**src/rtl/pqnp_pkg.sv**
```systemverilog
package pqnp_pkg;

	localparam int unsigned CHAN_W     = 8;
	localparam int unsigned COLOR_W    = 3 * CHAN_W;
	localparam int unsigned PAIR_W     = 2 * COLOR_W;
	localparam int unsigned PAIR_COUNT = 8;
	localparam int unsigned CFG_IDX_W  = 4;
	localparam int unsigned IDX_W      = 4;
	localparam int unsigned LEAVES     = 16;
	localparam int unsigned DIST_W     = 10;
	localparam int unsigned BYTE_W     = 2 * IDX_W;
	localparam int unsigned DEF_PALETTE_SIZE = 16;

	// Winning index of one pixel, with its row mark, handed to the pair packer.
	typedef struct packed {
		logic             row_start;
		logic [IDX_W-1:0] idx;
	} pix_t;

endpackage

```
**src/rtl/pqnp_dist.sv**
```systemverilog
module pqnp_dist (
	input  logic [pqnp_pkg::CHAN_W-1:0]  red,
	input  logic [pqnp_pkg::CHAN_W-1:0]  green,
	input  logic [pqnp_pkg::CHAN_W-1:0]  blue,
	input  logic [pqnp_pkg::COLOR_W-1:0] color,
	output logic [pqnp_pkg::DIST_W-1:0]  distance
);

	logic [pqnp_pkg::CHAN_W-1:0] cr, cg, cb;
	logic [pqnp_pkg::CHAN_W-1:0] dr, dg, db;

	assign cr = color[3*pqnp_pkg::CHAN_W-1:2*pqnp_pkg::CHAN_W];
	assign cg = color[2*pqnp_pkg::CHAN_W-1:pqnp_pkg::CHAN_W];
	assign cb = color[pqnp_pkg::CHAN_W-1:0];

	assign dr = (cr > red)   ? cr - red   : red - cr;
	assign dg = (cg > green) ? cg - green : green - cg;
	assign db = (cb > blue)  ? cb - blue  : blue - cb;

	assign distance = pqnp_pkg::DIST_W'(dr) + pqnp_pkg::DIST_W'(dg) + pqnp_pkg::DIST_W'(db);

endmodule

```
**src/rtl/pqnp_argmin.sv**
```systemverilog
module pqnp_argmin #(
	parameter int unsigned N = pqnp_pkg::DEF_PALETTE_SIZE
) (
	input  logic [pqnp_pkg::DIST_W-1:0] distance [N],
	output logic [pqnp_pkg::IDX_W-1:0]  idx
);

	localparam int unsigned NODES = 2 * pqnp_pkg::LEAVES - 1;
	localparam int unsigned FIRST_LEAF = pqnp_pkg::LEAVES - 1;

	// Heap-ordered comparison tree: node n has children 2n+1 and 2n+2.
	logic [pqnp_pkg::DIST_W-1:0] node_dist [NODES];
	logic [pqnp_pkg::IDX_W-1:0]  node_idx  [NODES];

	genvar j, n;
	generate
		for (j = 0; j < pqnp_pkg::LEAVES; j++) begin : g_leaf
			// Unused leaves carry a distance no real entry can reach.
			if (j < N) begin : g_used
				assign node_dist[FIRST_LEAF + j] = distance[j];
			end else begin : g_pad
				assign node_dist[FIRST_LEAF + j] = '1;
			end
			assign node_idx[FIRST_LEAF + j] = pqnp_pkg::IDX_W'(j);
		end
		for (n = 0; n < FIRST_LEAF; n++) begin : g_node
			// The left child always holds the lower indexes, so it wins ties.
			logic take_left;
			assign take_left = node_dist[2*n+1] <= node_dist[2*n+2];
			assign node_dist[n] = take_left ? node_dist[2*n+1] : node_dist[2*n+2];
			assign node_idx[n]  = take_left ? node_idx[2*n+1]  : node_idx[2*n+2];
		end
	endgenerate

	assign idx = node_idx[0];

endmodule

```
**src/rtl/pqnp_pack.sv**
```systemverilog
module pqnp_pack (
	input  logic                         clk,
	input  logic                         arst_n,
	input  logic                         pix_valid,
	input  pqnp_pkg::pix_t               pix,
	output logic                         pix_take,
	output logic                         out_valid,
	input  logic                         out_ready,
	output logic [pqnp_pkg::BYTE_W-1:0]  packed_byte
);

	logic                        phase_q;
	logic [pqnp_pkg::IDX_W-1:0]  held_q;
	logic [pqnp_pkg::BYTE_W-1:0] byte_q;
	logic                        valid_q;
	logic                        odd;

	// A row mark restarts pairing, dropping any held even pixel.
	assign odd      = phase_q && !pix.row_start;
	assign pix_take = pix_valid && (!odd || !valid_q || out_ready);

	always_ff @(posedge clk or negedge arst_n) begin
		if (!arst_n) begin
			phase_q <= 1'b0;
			held_q  <= '0;
			valid_q <= 1'b0;
		end else begin
			if (pix_take) begin
				if (odd) begin
					phase_q <= 1'b0;
				end else begin
					phase_q <= 1'b1;
					held_q  <= pix.idx;
				end
			end
			if (pix_take && odd) begin
				valid_q <= 1'b1;
			end else if (out_ready) begin
				valid_q <= 1'b0;
			end
		end
	end

	always_ff @(posedge clk) begin
		if (pix_take && odd) begin
			byte_q <= {held_q, pix.idx};
		end
	end

	assign out_valid   = valid_q;
	assign packed_byte = byte_q;

endmodule

```
**src/rtl/palette_quantize_nibble_pack.sv**
```systemverilog
// Maps each RGB888 pixel to the nearest of PALETTE_SIZE palette colors by
// Manhattan distance (lowest index on a tie) and packs each even/odd pixel
// pair of a row into one byte, even index in the high nibble. A pixel with
// row_start set begins a new pair, and an unpaired last pixel of a row is
// dropped. One pixel is accepted per clock while the input is not stalled; a
// packed byte passes through the input register, the distance register and
// the index register before reaching the output register. Only a full output
// register that is not being read stalls the input, and then only for an odd
// pixel arriving at the packer. The palette is written through the cfg port,
// two colors per register, lower entry in bits 23:0; indexes above 7 are
// ignored. Write the palette only while no pixels are in flight.
module palette_quantize_nibble_pack #(
	parameter int unsigned PALETTE_SIZE = pqnp_pkg::DEF_PALETTE_SIZE
) (
	input  logic                            clk,
	input  logic                            arst_n,
	input  logic                            in_valid,
	output logic                            in_ready,
	input  logic [pqnp_pkg::CHAN_W-1:0]     red,
	input  logic [pqnp_pkg::CHAN_W-1:0]     green,
	input  logic [pqnp_pkg::CHAN_W-1:0]     blue,
	input  logic                            row_start,
	output logic                            out_valid,
	input  logic                            out_ready,
	output logic [pqnp_pkg::BYTE_W-1:0]     packed_byte,
	input  logic                            cfg_valid,
	output logic                            cfg_ready,
	input  logic [pqnp_pkg::CFG_IDX_W-1:0]  cfg_index,
	input  logic [pqnp_pkg::PAIR_W-1:0]     cfg_data
);

	logic [pqnp_pkg::PAIR_W-1:0] palette_q [pqnp_pkg::PAIR_COUNT];

	logic                        valid_s1, valid_s2, valid_s3;
	logic                        ready_s1, ready_s2, ready_s3;
	logic [pqnp_pkg::CHAN_W-1:0] red_s1, green_s1, blue_s1;
	logic                        row_start_s1, row_start_s2;
	logic [pqnp_pkg::DIST_W-1:0] dist_c  [PALETTE_SIZE];
	logic [pqnp_pkg::DIST_W-1:0] dist_s2 [PALETTE_SIZE];
	logic [pqnp_pkg::IDX_W-1:0]  idx_c;
	pqnp_pkg::pix_t              pix_s3;
	logic                        pix_take;

	// Palette registers.
	assign cfg_ready = 1'b1;

	always_ff @(posedge clk or negedge arst_n) begin
		if (!arst_n) begin
			for (int k = 0; k < pqnp_pkg::PAIR_COUNT; k++) begin
				palette_q[k] <= '0;
			end
		end else if (cfg_valid && cfg_index < pqnp_pkg::CFG_IDX_W'(pqnp_pkg::PAIR_COUNT)) begin
			palette_q[cfg_index[$clog2(pqnp_pkg::PAIR_COUNT)-1:0]] <= cfg_data;
		end
	end

	// Stage ready chain: a stage can load when empty or when it moves on.
	assign ready_s3 = !valid_s3 || pix_take;
	assign ready_s2 = !valid_s2 || ready_s3;
	assign ready_s1 = !valid_s1 || ready_s2;
	assign in_ready = ready_s1;

	always_ff @(posedge clk or negedge arst_n) begin
		if (!arst_n) begin
			valid_s1 <= 1'b0;
			valid_s2 <= 1'b0;
			valid_s3 <= 1'b0;
		end else begin
			if (ready_s1) valid_s1 <= in_valid;
			if (ready_s2) valid_s2 <= valid_s1;
			if (ready_s3) valid_s3 <= valid_s2;
		end
	end

	always_ff @(posedge clk) begin
		if (ready_s1) begin
			red_s1       <= red;
			green_s1     <= green;
			blue_s1      <= blue;
			row_start_s1 <= row_start;
		end
		if (ready_s2) begin
			dist_s2      <= dist_c;
			row_start_s2 <= row_start_s1;
		end
		if (ready_s3) begin
			pix_s3.idx       <= idx_c;
			pix_s3.row_start <= row_start_s2;
		end
	end

	genvar i;
	generate
		for (i = 0; i < PALETTE_SIZE; i++) begin : g_dist
			pqnp_dist u_dist (
				.red      (red_s1),
				.green    (green_s1),
				.blue     (blue_s1),
				.color    (palette_q[i/2][(i%2)*pqnp_pkg::COLOR_W +: pqnp_pkg::COLOR_W]),
				.distance (dist_c[i])
			);
		end
	endgenerate

	pqnp_argmin #(
		.N (PALETTE_SIZE)
	) u_argmin (
		.distance (dist_s2),
		.idx      (idx_c)
	);

	pqnp_pack u_pack (
		.clk         (clk),
		.arst_n      (arst_n),
		.pix_valid   (valid_s3),
		.pix         (pix_s3),
		.pix_take    (pix_take),
		.out_valid   (out_valid),
		.out_ready   (out_ready),
		.packed_byte (packed_byte)
	);

	// The input can only stall when the packer holds an odd pixel against a full output.
	a_stall_cause: assert property (@(posedge clk) disable iff (!arst_n)
		!in_ready |-> (valid_s3 && out_valid && !out_ready))
		else $error("input stalled without a blocked output");

	// A stalled distance stage keeps its contents.
	a_s2_hold: assert property (@(posedge clk) disable iff (!arst_n)
		(valid_s2 && !ready_s3) |=> (valid_s2 && $stable(row_start_s2)))
		else $error("distance stage lost an item while stalled");

	// A new byte is loaded only when an odd pixel is taken by the packer.
	a_out_source: assert property (@(posedge clk) disable iff (!arst_n)
		(!out_valid || out_ready) ##1 out_valid |-> $past(valid_s3 && pix_take))
		else $error("result appeared without a paired pixel");

endmodule
```
**config.mk**
```make
export PLATFORM = sky130hd
export DESIGN_NAME = palette_quantize_nibble_pack
export DESIGN_NICKNAME = d
export VERILOG_FILES = /design/src/rtl/pqnp_pkg.sv /design/src/rtl/pqnp_dist.sv /design/src/rtl/pqnp_argmin.sv /design/src/rtl/pqnp_pack.sv /design/src/rtl/palette_quantize_nibble_pack.sv
export SDC_FILE = /design/constraint.sdc
export NUM_CORES = 2
export LEC_CHECK = 0
export ABC_CLOCK_PERIOD_IN_PS = 12500
export BUFFER_PORTS_ARGS = -buffer_cell sky130_fd_sc_hd__buf_2
export CORE_ASPECT_RATIO = 0.75
export CORE_MARGIN = 8
export CORE_UTILIZATION = 50
export DETAILED_ROUTE_END_ITERATION = 8
export MAX_ROUTING_LAYER = met4
export PLACE_DENSITY = 0.65
export SLEW_MARGIN = 20
export SYNTH_ARGS = -nofsm -noshare
export SYNTH_HDL_FRONTEND = slang
export SYNTH_SLANG_ARGS = --single-unit
export TNS_END_PERCENT = 10
```
**constraint.sdc**
```tcl
create_clock -name clk -period 12.5 [get_ports clk]
set_input_delay 2.5 -clock clk [delete_from_list [all_inputs] [get_ports clk]]
set_output_delay 2.5 -clock clk [all_outputs]
set_load 0.02 [all_outputs]
```
* Word-level counts from Yosys, hierarchy flattened
Cells that the tools add are included.
** Storage, ports and cells
- Bits in registers :: 592
- Output and inout bits :: 11
- Logic and storage cells :: 335
** Cells by class
- $add $sub $neg :: 128
- $lt $le $gt $ge :: 66
- Muxes and demuxes :: 83
- Bitwise logic cells :: 2
- Reductions and logical operators :: 18
** Operator list (number)
- subtractor 8 bit :: 96
- bitwise mux 384 bit :: 1
- > comparator 8 bit :: 48
- two-way mux 8 bit :: 48
- adder 10 x 8 -> 10 bit :: 16
- less-or-equal comparator 10 bit :: 15
- adder 8 x 8 -> 9 bit :: 16
- demux 48 bit (select 3 bit) :: 1
- two-way mux 10 bit :: 14
- two-way mux 48 bit :: 1
- two-way mux 1 bit :: 11
- two-way mux 2 bit :: 4
- logical NOT 1 bit :: 6
- two-way mux 3 bit :: 2
- logical AND 1 bit :: 5
- logical OR 1 bit :: 5
- >= comparator 4 bit, second input constant :: 1
- less-than comparator 4 x 1 -> 1 bit, second input constant :: 1
- less-than comparator 4 bit, second input constant :: 1
- two-way mux 4 bit :: 1
- inverter 3 -> 4 bit :: 1
- AND reduction 2 bit :: 1
- nonzero test 2 bit :: 1
- inverter 1 bit :: 1

* Logic depth before layout (Yosys ltp)
- Depth after elaboration :: 9
- Mapped depth :: 40

* Hierarchy
From an unflattened synthesis, not the netlist that was laid out.
** Unflattened totals
- Cell total of the unflattened synthesis :: 7050
- Area total of the unflattened synthesis :: 67006.8 µm²
** By module, submodules not included
- palette_quantize_nibble_pack :: instances 1, cells an instance 1022, area an instance 20245.7 µm², seq. area each 15419.8 µm²
- pqnp_dist at g_dist[0].u_dist ... :: instances 6, cells an instance 326, area an instance 2514.9 µm², seq. area each 0.0 µm²
- pqnp_dist at g_dist[10].u_dist ... :: instances 5, cells an instance 323, area an instance 2504.9 µm², seq. area each 0.0 µm²
- pqnp_dist at g_dist[6].u_dist ... :: instances 3, cells an instance 343, area an instance 2671.3 µm², seq. area each 0.0 µm²
- pqnp_argmin :: instances 1, cells an instance 716, area an instance 5386.4 µm², seq. area each 0.0 µm²
- pqnp_dist at g_dist[5].u_dist :: instances 1, cells an instance 342, area an instance 2643.8 µm², seq. area each 0.0 µm²
- pqnp_dist at g_dist[9].u_dist :: instances 1, cells an instance 342, area an instance 2605.0 µm², seq. area each 0.0 µm²
- pqnp_pack :: instances 1, cells an instance 28, area an instance 498.0 µm², seq. area each 390.4 µm²

* Worst setup path before layout
OpenSTA, ideal clock, no wires.
- Kind :: register -> register
- Start :: register dist_s2[71] (netlist bit)
- End :: register pix_s3[0] (netlist bit), data pin
- Data arrival time :: 7.407 ns
- Required time :: 12.324 ns
- Setup slack :: 4.917 ns
- Cell stages (with the launch flop) :: 36
- Period minus slack after synthesis :: 7.583 ns
- Cells stage by stage :: edfxtp_1 -> ha_1 -> nor2b_1 -> o21a_1 -> o21a_1 -> o21a_1 -> o21a_1 -> o31ai_1 -> buf_2 -> mux2i_1 -> inv_1 -> ha_1 -> nor2b_1 -> o21a_1 -> o21a_1 -> o21a_1 -> o21ai_0 -> a211o_1 -> buf_1 -> mux2i_1 -> ha_1 -> nor2b_1 -> o21a_1 -> o21a_1 -> o21a_1 -> o21a_1 -> o21ai_0 -> a211o_1 -> clkbuf_1 -> mux2_1 -> ha_1 -> o41ai_1 -> nor3_1 -> a21oi_1 -> o21ai_0 -> o32ai_1
** On the way
- Word-level cells in the longest chain between the ends :: 8
- Elaborated cells between the ends (all ways) :: 11
** RTL lines
- start: declaration :: line palette_quantize_nibble_pack.sv:39 : logic [pqnp_pkg::DIST_W-1:0] dist_s2 [PALETTE_SIZE];
- start signal: assignment :: line palette_quantize_nibble_pack.sv:83 : dist_s2 <= dist_c;
- less-or-equal comparator 10 bit :: line pqnp_argmin.sv:29 : assign take_left = node_dist[2*n+1] <= node_dist[2*n+2];
- two-way mux 10 bit :: line pqnp_argmin.sv:30 : assign node_dist[n] = take_left ? node_dist[2*n+1] : node_dist[2*n+2];
- less-or-equal comparator 10 bit :: line pqnp_argmin.sv:29
- two-way mux 10 bit :: line pqnp_argmin.sv:30
- less-or-equal comparator 10 bit :: line pqnp_argmin.sv:29
- two-way mux 10 bit :: line pqnp_argmin.sv:30
- less-or-equal comparator 10 bit :: line pqnp_argmin.sv:29
- two-way mux 4 bit * :: line pqnp_argmin.sv:31 : assign node_idx[n] = take_left ? node_idx[2*n+1] : node_idx[2*n+2];
- net idx_c, one bit :: line palette_quantize_nibble_pack.sv:40 : logic [pqnp_pkg::IDX_W-1:0] idx_c;
- end: declaration :: line palette_quantize_nibble_pack.sv:41 : pqnp_pkg::pix_t pix_s3;
The timed path passes the listed nets; every way through them passes the cells marked *.
A chain may end at the register's enable or synchronous reset.

* Worst setup path after layout
- Start :: register dist_s2[93] (netlist bit)
- End :: register pix_s3[0] (netlist bit), data pin
Same word-level chain as after synthesis.

==> impl_metrics.tcl <==
set metrics [dict create \
    status "finished, final reports clean" \
    cp_slowest_stage_delay_ns 0.69 \
    synth_area_mm2 0.0633 \
    syn-num-nets 8091 \
    cp_common_cell "ha_1" \
    synth_top_area_share_pct 22.2 \
    synthArstFlopShare_pct 66.4 \
    root_buffer "clkbuf_16" \
    clk_latency_ns 0.70 \
    drt-met1-wl_mm 98.5 \
    cts_hold_buffers 0 \
    vias 51000 \
    start_util_pct 50.2 \
    dieArea_mm2 0.138 \
    cts_tree "built" \
    highest_layer "met4" \
    max_freq_mhz 104 \
    cts_made_buffers 72 \
    whs_ns 0.419 \
    fin_util_pct 54.0 \
    setup-violations-final 0 \
    synth.most_common_cell "ha_1" \
    core_region_area_mm2 0.126 \
    nFillCells 11500 \
    cp-end-kind "register" \
    grt_pass1_vias 48300 \
    multiInputGateArea_mm2 0.0433 \
    ys_ff_latch 592 \
    critPathMaxFanout 19 \
    yosysUniqueCellTypes 84 \
    post-route-period-util_pct 77.3 \
    cp.arrival_ns 10.16 \
    gp_congestion 0.981 \
    rsz0062_at_grt "no" \
    clk_pin_slew_worst_paths_ns 0.06 \
    viasPerCell 5.94 \
    critPathTopFamily "compound AO/OA/AOI/OAI gates" \
    cts_resized 0 \
    grt_max_degree 86 \
    synth.area.top_cells "ha_1, dfrtp_1, edfxtp_1, mux2_2, inv_1" \
    wl_met2_mm 83.3 \
    synth_seq_area_share_pct 25.0 \
    drt.antenna.violating_nets 0 \
    die_w_um 427 \
    fin_tns_setup_ns 0 \
    clock-sinks 592 \
    synth_warnings 0 \
    hpwl_mm 159 \
    area_growth_pct 7.61 \
    placementRows 113 \
    min_path_type "reg2reg" \
    drc 0 \
    tightest_slew_ns 1.14 \
    grtUsageTotal_pct 30.6 \
    wire_per_inst_um 24.4 \
    slowest_stage "a31oi_1" \
    nets 8181 \
    syn_area_per_cell_um2 9.36 \
    yosysTopAreaCell "ha_1" \
    synth-edff-count 199 \
    crit_type "reg2reg" \
    slew-limit-headroom_pct 24.1 \
    wl_met3_mm 21.1 \
    netlist_top_cells_count "ha_1, inv_1, a21oi_1, dfrtp_1, nand2_1" \
    hold_viol 0 \
    postCtsSetupBuffers 0 \
    htree_levels 3 \
    chipHeight_um 324 \
    clock-skew-final_ns 0.0301 \
    grt_antenna_before_repair 18 \
    routed_wl_mm 210 \
    drt_iter0_markers 4853 \
    finalCriticalPeriod_ns 9.66 \
    postSynthCellCount 6757 \
    first_pass_iters 6 \
    drive_gt1_share_pct 9.89 \
    synth_ff_type "dfrtp_1" \
    io_pins 93 \
    io_buffers 91 \
    timing.critical_path.buf_inv 3 \
    grt_pass1_wl_mm 308 \
    cts_buffer_depth 3 \
    maxCapViolations 0 \
    startpoint_type "register" \
    crit_required_ns 13.00 \
    slew_viol_final 0 \
    seqCellArea_mm2 0.0158 \
    grt_overflow 0 \
]
flip-flops by register name (all words and copies together) (netlist names):
name                flops
u_pack.out_valid        1
valid_s3                1
dist_s2               160
palette_q             384
valid_s1                1
u_pack.phase_q          1
valid_s2                1
u_pack.held_q           4
row_start_s1            1
pix_s3                  5
red_s1                  8
row_start_s2            1
blue_s1                 8
green_s1                8
u_pack.packed_byte      8
cell type report:
cell class,count,area share [%]
Multi-Input combinational cell,5063,63.7
Sequential cell,592,23.2
Inverter,953,5.26
Tap cell,1667,3.06
Clock buffer,91,2.80
Timing Repair Buffer,165,1.50
Clock inverter,39,0.493
Antenna cell,3,0.0110
path summary, 6_finish.rpt:
kind,slack [ns],from,end,cells after the start
worst max-delay path,2.84,dist_s2[93],pix_s3[0],32
worst min-delay path,0.42,row_start_s1,row_start_s2,0
worst max register to register,2.84,dist_s2[93],pix_s3[0],32
worst min register to register,0.42,row_start_s1,row_start_s2,0
max in group asynchronous,8.51,arst_n,palette_q[198],3
min in group asynchronous,1.80,arst_n,palette_q[139],1
worst register-to-register path: cells and delay by family (launching register included):
family	cells	cell delay [ns]
compound gates	14	4.33
fa+ha+maj	4	1.16
buf+inv	3	1.19
flops	1	0.40
mux	2	0.68
simple gates	9	1.72
cell families after synthesis:
group	Yosys count	synth area share, %
buf+inv	1102	6.58
simple gates	997	7.66
other cells	1	0.00593
compound gates	1683	16.8
fa+ha+maj	1252	26.3
xor+xnor	458	6.34
flops	592	25.0
mux	672	11.4
placed cells by master (no fill, tap or decap), types with 184 or more instances in the layout:
cell         n
mux2_2     356
o21ai_0    325
mux2i_1    307
nand2_1    365
ha_1      1124
a21o_1     323
inv_1      942
xnor2_1    298
dfrtp_1    393
edfxtp_1   199
nor2_1     184
a21oi_1    559
stage by stage:
step / cell area [um2] / std cells / setup WS [ns]
4_1_cts: 68100 / 8570 / 2.90
2_1_floorplan: 63300 / 6757 / 4.92
3_3_place_gp: 65800 / 8439 / 2.91
6_report: 68100 / 8573 / 2.84
5_1_grt: 68100 / 8571 / 2.09
3_5_place_dp: 65800 / 8440 / 2.95
metal layers:
layer  vias up  global-route usage [%]
met2      1990                    42.6
li1      23800                       -
met3       321                    6.40
met1     24800                    44.7
met4         0                    8.03
met5         -                       -
Power is not shown: default switching activity piles up to over one toggle a cycle in this logic, so the estimate is an artifact.
